File: src/sv/lcb_pkg.sv
package lcb_pkg;

    localparam int NUM_WIDTH  = 54;
    localparam int MAX_DIGITS = 16;
    // a 54-bit number has at most 17 decimal digits
    localparam int NUM_CELLS  = 17;

    localparam logic [1:0] BRAND_INVALID = 2'd0;
    localparam logic [1:0] BRAND_3X      = 2'd1;
    localparam logic [1:0] BRAND_5X      = 2'd2;
    localparam logic [1:0] BRAND_4X      = 2'd3;

    function automatic logic [63:0] pow10(input int e);
        logic [63:0] p;
        int          n;
        p = 64'd1;
        n = (e > 19) ? 19 : e;
        for (int i = 0; i < n; i++) begin
            p = p * 64'd10;
        end
        return p;
    endfunction

    typedef struct packed {
        logic                 valid;
        logic                 in_range;
        logic [1:0]           brand;
        logic [3:0]           sum;
        logic [NUM_WIDTH-1:0] rem;
    } lcb_token_t;

endpackage

File: src/sv/lcb_entry.sv
module lcb_entry (
    input  logic                            aclk,
    input  logic                            aresetn,
    input  logic                            en,
    input  logic                            valid_i,
    input  logic [lcb_pkg::NUM_WIDTH-1:0]   num_i,
    output lcb_pkg::lcb_token_t             tok_o
);
    import lcb_pkg::*;

    localparam logic [63:0] LIMIT   = pow10(MAX_DIGITS) - 64'd1;
    localparam logic [63:0] P12     = pow10(12);
    localparam logic [63:0] P13     = pow10(13);
    localparam logic [63:0] P14     = pow10(14);
    localparam logic [63:0] P15     = pow10(15);
    localparam logic [63:0] R34_LO  = 64'd34 * P13;
    localparam logic [63:0] R34_HI  = 64'd35 * P13;
    localparam logic [63:0] R37_LO  = 64'd37 * P13;
    localparam logic [63:0] R37_HI  = 64'd38 * P13;
    localparam logic [63:0] R5X_LO  = 64'd51 * P14;
    localparam logic [63:0] R5X_HI  = 64'd56 * P14;
    localparam logic [63:0] R4S_LO  = 64'd4 * P12;
    localparam logic [63:0] R4S_HI  = 64'd5 * P12;
    localparam logic [63:0] R4L_LO  = 64'd4 * P15;
    localparam logic [63:0] R4L_HI  = 64'd5 * P15;

    logic [63:0] n64;
    logic        in_range;
    logic [1:0]  brand;
    logic        valid_reg;
    lcb_token_t  tok_reg;

    assign n64      = {{(64 - NUM_WIDTH){1'b0}}, num_i};
    assign in_range = (n64 <= LIMIT);

    always_comb begin
        priority if ((n64 >= R34_LO && n64 < R34_HI) || (n64 >= R37_LO && n64 < R37_HI)) begin
            brand = BRAND_3X;
        end else if (n64 >= R5X_LO && n64 < R5X_HI) begin
            brand = BRAND_5X;
        end else if ((n64 >= R4S_LO && n64 < R4S_HI) || (n64 >= R4L_LO && n64 < R4L_HI)) begin
            brand = BRAND_4X;
        end else begin
            brand = BRAND_INVALID;
        end
    end

    always_ff @(posedge aclk) begin
        if (!aresetn) begin
            valid_reg <= 1'b0;
        end else if (en) begin
            valid_reg <= valid_i;
        end
    end

    always_ff @(posedge aclk) begin
        if (en) begin
            tok_reg.valid    <= 1'b0;
            tok_reg.in_range <= in_range;
            tok_reg.brand    <= brand;
            tok_reg.sum      <= 4'd0;
            tok_reg.rem      <= num_i;
        end
    end

    always_comb begin
        tok_o       = tok_reg;
        tok_o.valid = valid_reg;
    end

endmodule

File: src/sv/lcb_cell.sv
module lcb_cell #(
    parameter int K = 0
) (
    input  logic                aclk,
    input  logic                aresetn,
    input  logic                en,
    input  lcb_pkg::lcb_token_t tok_i,
    output lcb_pkg::lcb_token_t tok_o
);
    import lcb_pkg::*;

    localparam logic [63:0] PLACE  = pow10(K);
    // digit of this cell sits at an even position from the right
    localparam bit          DOUBLE = (K % 2) == 1;

    logic [63:0] rem64;
    logic [3:0]  digit;
    logic [63:0] sub;
    logic [4:0]  dbl;
    logic [3:0]  contrib;
    logic [4:0]  sum_add;
    logic [3:0]  sum_next;
    logic        valid_reg;
    lcb_token_t  tok_reg;

    assign rem64 = {{(64 - NUM_WIDTH){1'b0}}, tok_i.rem};

    always_comb begin
        digit = 4'd0;
        sub   = 64'd0;
        for (int m = 1; m <= 9; m++) begin
            if (rem64 >= 64'(m) * PLACE) begin
                digit = 4'(m);
                sub   = 64'(m) * PLACE;
            end
        end
    end

    assign dbl = {digit, 1'b0};

    always_comb begin
        if (DOUBLE) begin
            contrib = (dbl >= 5'd10) ? 4'(dbl - 5'd9) : dbl[3:0];
        end else begin
            contrib = digit;
        end
    end

    // running sum kept modulo ten
    assign sum_add  = {1'b0, tok_i.sum} + {1'b0, contrib};
    assign sum_next = (sum_add >= 5'd10) ? 4'(sum_add - 5'd10) : sum_add[3:0];

    always_ff @(posedge aclk) begin
        if (!aresetn) begin
            valid_reg <= 1'b0;
        end else if (en) begin
            valid_reg <= tok_i.valid;
        end
    end

    always_ff @(posedge aclk) begin
        if (en) begin
            tok_reg.valid    <= 1'b0;
            tok_reg.in_range <= tok_i.in_range;
            tok_reg.brand    <= tok_i.brand;
            tok_reg.sum      <= sum_next;
            tok_reg.rem      <= tok_i.rem - sub[NUM_WIDTH-1:0];
        end
    end

    always_comb begin
        tok_o       = tok_reg;
        tok_o.valid = valid_reg;
    end

endmodule

File: src/sv/luhn_card_brand_check.sv
// channel   | dir | tdata                                       | notes
// s_        | in  | [53:0] card_number, [55:54] zero            | one number per item
// m_        | out | [0] checksum_ok, [2:1] brand, [7:3] zero    | one result per item
//
// entry register, 17 digit cells (one per decimal place,
// highest first), output register; one item per cycle when not stalled
// aresetn is synchronous, active low, and empties the pipeline
// a stall on m_tready holds the whole row of cells and drops s_tready
module luhn_card_brand_check (
    input  logic        aclk,
    input  logic        aresetn,
    input  logic        s_tvalid,
    output logic        s_tready,
    input  logic [55:0] s_tdata,   // card_number
    output logic        m_tvalid,
    input  logic        m_tready,
    output logic [7:0]  m_tdata    // checksum_ok, brand
);
    import lcb_pkg::*;

    lcb_token_t tok [NUM_CELLS+1];
    logic       en;
    logic       m_tvalid_reg;
    logic       ok_reg;
    logic [1:0] brand_reg;
    logic       ok_next;
    logic [1:0] brand_next;

    assign en       = !m_tvalid_reg || m_tready;
    assign s_tready = en;

    lcb_entry u_entry (
        .aclk    (aclk),
        .aresetn (aresetn),
        .en      (en),
        .valid_i (s_tvalid),
        .num_i   (s_tdata[NUM_WIDTH-1:0]),
        .tok_o   (tok[0])
    );

    for (genvar i = 0; i < NUM_CELLS; i++) begin : g_cell
        lcb_cell #(
            .K (NUM_CELLS - 1 - i)
        ) u_cell (
            .aclk    (aclk),
            .aresetn (aresetn),
            .en      (en),
            .tok_i   (tok[i]),
            .tok_o   (tok[i+1])
        );
    end

    assign ok_next    = tok[NUM_CELLS].in_range && (tok[NUM_CELLS].sum == 4'd0);
    assign brand_next = ok_next ? tok[NUM_CELLS].brand : BRAND_INVALID;

    always_ff @(posedge aclk) begin
        if (!aresetn) begin
            m_tvalid_reg <= 1'b0;
        end else if (en) begin
            m_tvalid_reg <= tok[NUM_CELLS].valid;
        end
    end

    always_ff @(posedge aclk) begin
        if (en) begin
            ok_reg    <= ok_next;
            brand_reg <= brand_next;
        end
    end

    assign m_tvalid = m_tvalid_reg;
    assign m_tdata  = {5'd0, brand_reg, ok_reg};

endmodule

File: config.mk
export PLATFORM = sky130hd
export DESIGN_NAME = luhn_card_brand_check
export DESIGN_NICKNAME = d
export VERILOG_FILES = /design/src/sv/lcb_pkg.sv /design/src/sv/lcb_entry.sv /design/src/sv/lcb_cell.sv /design/src/sv/luhn_card_brand_check.sv
export SDC_FILE = /design/constraint.sdc
export NUM_CORES = 2
export LEC_CHECK = 0
export ABC_AREA = 1
export ABC_CLOCK_PERIOD_IN_PS = 52200
export BUFFER_PORTS_ARGS = -buffer_cell sky130_fd_sc_hd__buf_4
export CORE_MARGIN = 3
export CORE_UTILIZATION = 55
export DETAILED_ROUTE_END_ITERATION = 8
export GPL_TIMING_DRIVEN = 0
export PLACE_DENSITY = 0.85
export SYNTH_ARGS = -nofsm -noshare
export SYNTH_HDL_FRONTEND = slang
export SYNTH_SLANG_ARGS = --single-unit
File: constraint.sdc
create_clock -name aclk -period 52.2 [get_ports aclk]
set_clock_uncertainty 0.2 [all_clocks]
set_input_delay 13.05 -clock aclk [delete_from_list [all_inputs] [get_ports aclk]]
set_output_delay 13.05 -clock aclk [all_outputs]
set_load 0.02 [all_outputs]
; Word level (Yosys, flattened, before mapping)
; Index checks and enable logic that the tools add are counted.
[classes]
n_addsub = 57
magnitude_cmp = 189
n_mux = 324
reduce_logical = 11
[ops]
columns = op, count
row1 = 54-bit 2-to-1 mux, 9
row2 = "54-bit by 53-bit >= comparator with 1-bit output, second input constant", 6
row3 = "54-bit by 10-bit >= comparator with 1-bit output, second input constant", 5
row4 = "54-bit by 20-bit >= comparator with 1-bit output, second input constant", 5
row5 = "54-bit by 30-bit >= comparator with 1-bit output, second input constant", 5
row6 = "54-bit by 40-bit >= comparator with 1-bit output, second input constant", 5
row7 = "54-bit by 49-bit >= comparator with 1-bit output, second input constant", 5
row8 = "54-bit by 50-bit >= comparator with 1-bit output, second input constant", 5
row9 = 53-bit 2-to-1 mux, 5
row10 = 50-bit 2-to-1 mux, 5
row11 = 4-bit 2-to-1 mux, 60
row12 = "54-bit by 56-bit >= comparator with 1-bit output, second input constant", 4
row13 = "54-bit by 13-bit >= comparator with 1-bit output, second input constant", 4
row14 = "54-bit by 17-bit >= comparator with 1-bit output, second input constant", 4
row15 = "54-bit by 23-bit >= comparator with 1-bit output, second input constant", 4
row16 = "54-bit by 27-bit >= comparator with 1-bit output, second input constant", 4
row17 = "54-bit by 3-bit >= comparator with 1-bit output, second input constant", 4
row18 = "54-bit by 33-bit >= comparator with 1-bit output, second input constant", 4
row19 = "54-bit by 37-bit >= comparator with 1-bit output, second input constant", 4
row20 = "54-bit by 43-bit >= comparator with 1-bit output, second input constant", 4
row21 = "54-bit by 46-bit >= comparator with 1-bit output, second input constant", 4
row22 = "54-bit by 7-bit >= comparator with 1-bit output, second input constant", 4
row23 = 3-bit 2-to-1 mux, 68
row24 = 40-bit 2-to-1 mux, 5
row25 = other kinds (115), 349
[word_totals]
regBits = 1062
elab_cells = 672

; Depth between registers and ports, before layout
[logic_depth]
depth_word = 15
ltp_mapped = 40
mapped_depth_nobuf = 39

; Hierarchy
; From an unflattened synthesis, not the netlist that was laid out.
[hier_totals]
hier_cells = 12254
hier_area_um2 = 91604.1
[modules_own_cells]
columns = module, n_inst, cells_each, area_each_um2, seq_area_each_um2
row1 = lcb_cell (g_cell[2].u_cell), 1, 943, 6446.2, 1851.8
row2 = lcb_cell (g_cell[1].u_cell), 1, 898, 6244.7, 1851.8
row3 = lcb_cell (g_cell[3].u_cell), 1, 892, 6165.9, 1851.8
row4 = lcb_cell (g_cell[4].u_cell), 1, 900, 6062.1, 1851.8
row5 = lcb_cell (g_cell[5].u_cell), 1, 843, 5920.7, 1851.8
row6 = lcb_cell (g_cell[7].u_cell), 1, 785, 5640.4, 1851.8
row7 = lcb_cell (g_cell[6].u_cell), 1, 755, 5592.9, 1851.8
row8 = lcb_cell (g_cell[8].u_cell), 1, 705, 5172.5, 1851.8
row9 = lcb_cell (g_cell[9].u_cell), 1, 666, 5057.4, 1851.8
row10 = lcb_cell (g_cell[10].u_cell), 1, 659, 4993.5, 1851.8
row11 = lcb_cell (g_cell[11].u_cell), 1, 569, 4624.4, 1851.8
row12 = lcb_cell (g_cell[12].u_cell), 1, 562, 4523.1, 1851.8
row13 = lcb_cell (g_cell[13].u_cell), 1, 503, 4495.6, 1851.8
row14 = lcb_cell (g_cell[0].u_cell), 1, 604, 4446.8, 1851.8
row15 = 5 more rows, -, -, -, -

; Worst setup path before layout
; Ideal clock, no wire load.
[synth_path]
path_type = input -> output
start = input port m_tready
end = output port s_tready
arrival_ps = 41675
required_ps = 38950
setup_slack_ps = -2725
cell_stages = 4
path_buffers = 2
cell_sequence = nor2_1 clkbuf_1 clkinv_1 clkbuf_1
[synth_via]
elab_chain_len = 1
[synth_lines]
columns = item, line_no
row1 = start: declaration, luhn_card_brand_check.sv:16  ; input logic m_tready,
row2 = 1-bit logical OR, luhn_card_brand_check.sv:29  ; assign en = !m_tvalid_reg || m_tready;
row3 = end: declaration, luhn_card_brand_check.sv:13  ; output logic s_tready,
; No other way between the ends.

; Worst setup path in the final report
; Ends and elaborated chain as after synthesis.

==> reports/qor.yml <==
gp_congestion: 0.9825
cts_resized: 0
drc: 1
swShare_pct: 45.38
synth_top_area_share_pct: 39.27
cts_max_level: 3
cts_tree: "built"
cts_made_buffers: 113
coreArea_mm2: 0.1426
viasPerCell: 5.724
pre_cts_slack_ns: 23.72
synth_cell_types: 98
rows: 138
routed_wl_um: 212800
cts-root-buf: "clkbuf_16"
crit_arrival_ns: 15.25
wl_per_cell_um: 17.41
crit_slowest_cell: "clkbuf_8"
finalSetupTns_ns: 0
start_util_pct: 55.76
status: "finished, violations left"
async_flop_share_pct: 0
endpoint_kind: "output port"
path_class: "in -> out"
setup_viol: 0
yosys_register_bits: 1059
maxCapViolCount: 0
grt_first_pass_wirelength_um: 341800
syn_area_per_cell_um2: 7.918
antenna_found_initial: 3
leakage_uw: 0.03668
peakVddDrop_uv: 40.10
powerDensity_mw_per_mm2: 57.94
finalCritPeriodShare_pct: 54.61
crit_chain: "buf_4, nor2_1, clkbuf_1, clkinv_1, clkbuf_8, buf_16, buf_4"
final_hold_viol_count: 0
synth_area_leaders: "edfxtp_1 (39%), nand2_1 (8.0%), inv_1 (7.6%)"
whs_ns: 0.2134
holdBufCountCts: 0
io_pins: 70
p_int_uw: 2736
yosysMostFrequentCell: "nand2_1"
setup_ws_ns: 23.70
relSlewSlack_pct: 29.07
period_minus_slack_ns: 28.50
switching_power_uw: 2273
p_comb_share_pct: 46.4
synthFlopType: "edfxtp_1"
numPortBuffers: 62
vias: 69955
cts_sinks: 1059
cp_max_fo: 126
ff_latch_area_mm2: 0.03161
syn2layout_area_growth_pct: 8.717
clk_pin_slew_ns: 0.06
fin_nets: 10763
hpwl_um: 169700
synth_area_mm2: 0.07952
grt_max_degree: 129
die_area_mm2: 0.1492
worstMarginPinSlew_ns: 1.050
worst_setup_path_start_kind: "primary input"
cp_top_family: "buffers and inverters"
clk_latency_ns: 0.74
overflow: 0
largest_reg_flops: 980
postCtsSetupBuffers: 0
hp-class: "reg -> reg"
slew_viol_final: 0
crit_buf_inv: 6
drt-initial-drc-count: 6098
violations: "design-rule violations"
cpPeakStageDelay_ns: 0.45
grt_pass1_vias: 67290
drt_pre_antenna_iters: 9
multi_input_area_mm2: 0.04148
yosysWarnings: 0
die_h_um: 386.2
pwr-share-seq_pct: 37.2
ys_seq_area_share_pct: 39.75
clockBufferDepth: 3
antenna_left: 0
fmax_ghz: 0.03508
critPathMostFrequentCell: "buf_4"
synth_edf_count: 1040
critPathRequiredTime_ns: 38.95
die_w_um: 386.2
clkPwrFrac_pct: 16.5
yosys-top-cells-count: "nand2_1 (1704), inv_1 (1604), nor2_1 (1517)"
drive_gt1_share_pct: 5.277
synth_area_leader_cell: "edfxtp_1"
num-fill-cells: 12374
grtUsageTotal_pct: 28.11
rsz0062_at_grt: "no"
synthCells: 10043
[path summary, 6_finish.rpt]
| kind | startpoint | end | slack (ns) | cells after the start |
|---|---|---|---|---|
| hold / removal | g_cell[8].u_cell.tok_o[60] | g_cell[9].u_cell.tok_o[60] | 0.21 | 0 |
| setup reg to reg | g_cell[1].u_cell.tok_o[17] | g_cell[2].u_cell.tok_o[52] | 46.17 | 29 |
| setup / recovery | m_tready | s_tready | 23.70 | 7 |
| hold reg to reg | g_cell[8].u_cell.tok_o[60] | g_cell[9].u_cell.tok_o[60] | 0.21 | 0 |
[cells by family (layout without fill, tap and decap cells)]
family,after synthesis,after routing,synth area share (%)
fa+ha+maj,470,470,7.678
flops,1059,1059,39.75
compound gates,1635,1635,12.28
other cells,1,9,0.004716
xor+xnor,723,723,7.963
mux,1,1,0.01416
buf+inv,1699,1979,8.098
simple gates,4455,4455,24.21
[final cells by class]
cell class | instances | area share [%]
diodes | 4 | 0.01158
plain buffers | 42 | 0.2562
clock buffers | 124 | 3.319
clock inverters | 85 | 1.098
inverters | 1657 | 7.205
multi-input cells | 7289 | 47.99
flip-flops and latches | 1059 | 36.56
well taps | 1890 | 2.735
repair buffers | 71 | 0.8250
[placed cells by master, fill, tap and decap left out, types with 29 or more instances in the layout]
cell type	Yosys	final
nand4_1	195	195
nand2_1	1704	1704
nand3_1	438	438
a21oi_1	688	688
o31ai_1	33	33
fa_1	30	30
o21bai_1	29	29
o21a_1	32	32
clkbuf_16	0	113
o21ai_0	369	369
inv_1	1604	1604
xor2_1	397	397
buf_4	9	71
xnor2_1	326	326
inv_2	45	45
nor2_2	51	51
nor3_1	271	271
nor2_1	1517	1517
a31oi_1	127	127
edfxtp_1	1040	1040
o21ai_1	50	50
ha_1	440	440
nand2_2	40	40
nor4_1	118	118
o211ai_1	60	60
clkbuf_1	22	32
[power by group through the flow]
stage	Clock [µW]	Combinational, µW	Sequential, µW
global route	874	2610	1900
floorplan	0	1750	1680
detailed placement	0	2270	1860
CTS	842	2290	1850
finish	825	2320	1860
global placement	0	2220	1860
[worst register-to-register path: cells and delay by family (launching register included)]
family                   cells  cell delay [ns]
buffers and inverters        1             0.41
AO/OA/AOI/OAI               10             2.04
AND/OR/NAND/NOR             16             1.92
flip-flops                   1             0.50
adder cells (fa/ha/maj)      2             0.74
[layer usage]
layer  up-vias  share of wire [%]  track usage [%]
li1      34337                  -                -
met1     32441                 41            35.12
met2      2620                 49            49.23
met3       557                6.3            3.645
met4         0                4.1            11.13
met5         -                  0                0
[stage by stage]
step	area (µm²)	cells	utilization (%)	total power, µW
CTS	86440	12217	60.61	4981
global route	86450	12221	60.62	5385
finish	86450	12221	60.62	5009
detailed placement	82620	12008	57.93	4128
global placement	82370	11999	57.75	4077
floorplan	79540	10047	-	3434
Note: power is estimated with default switching activity, not from simulation.
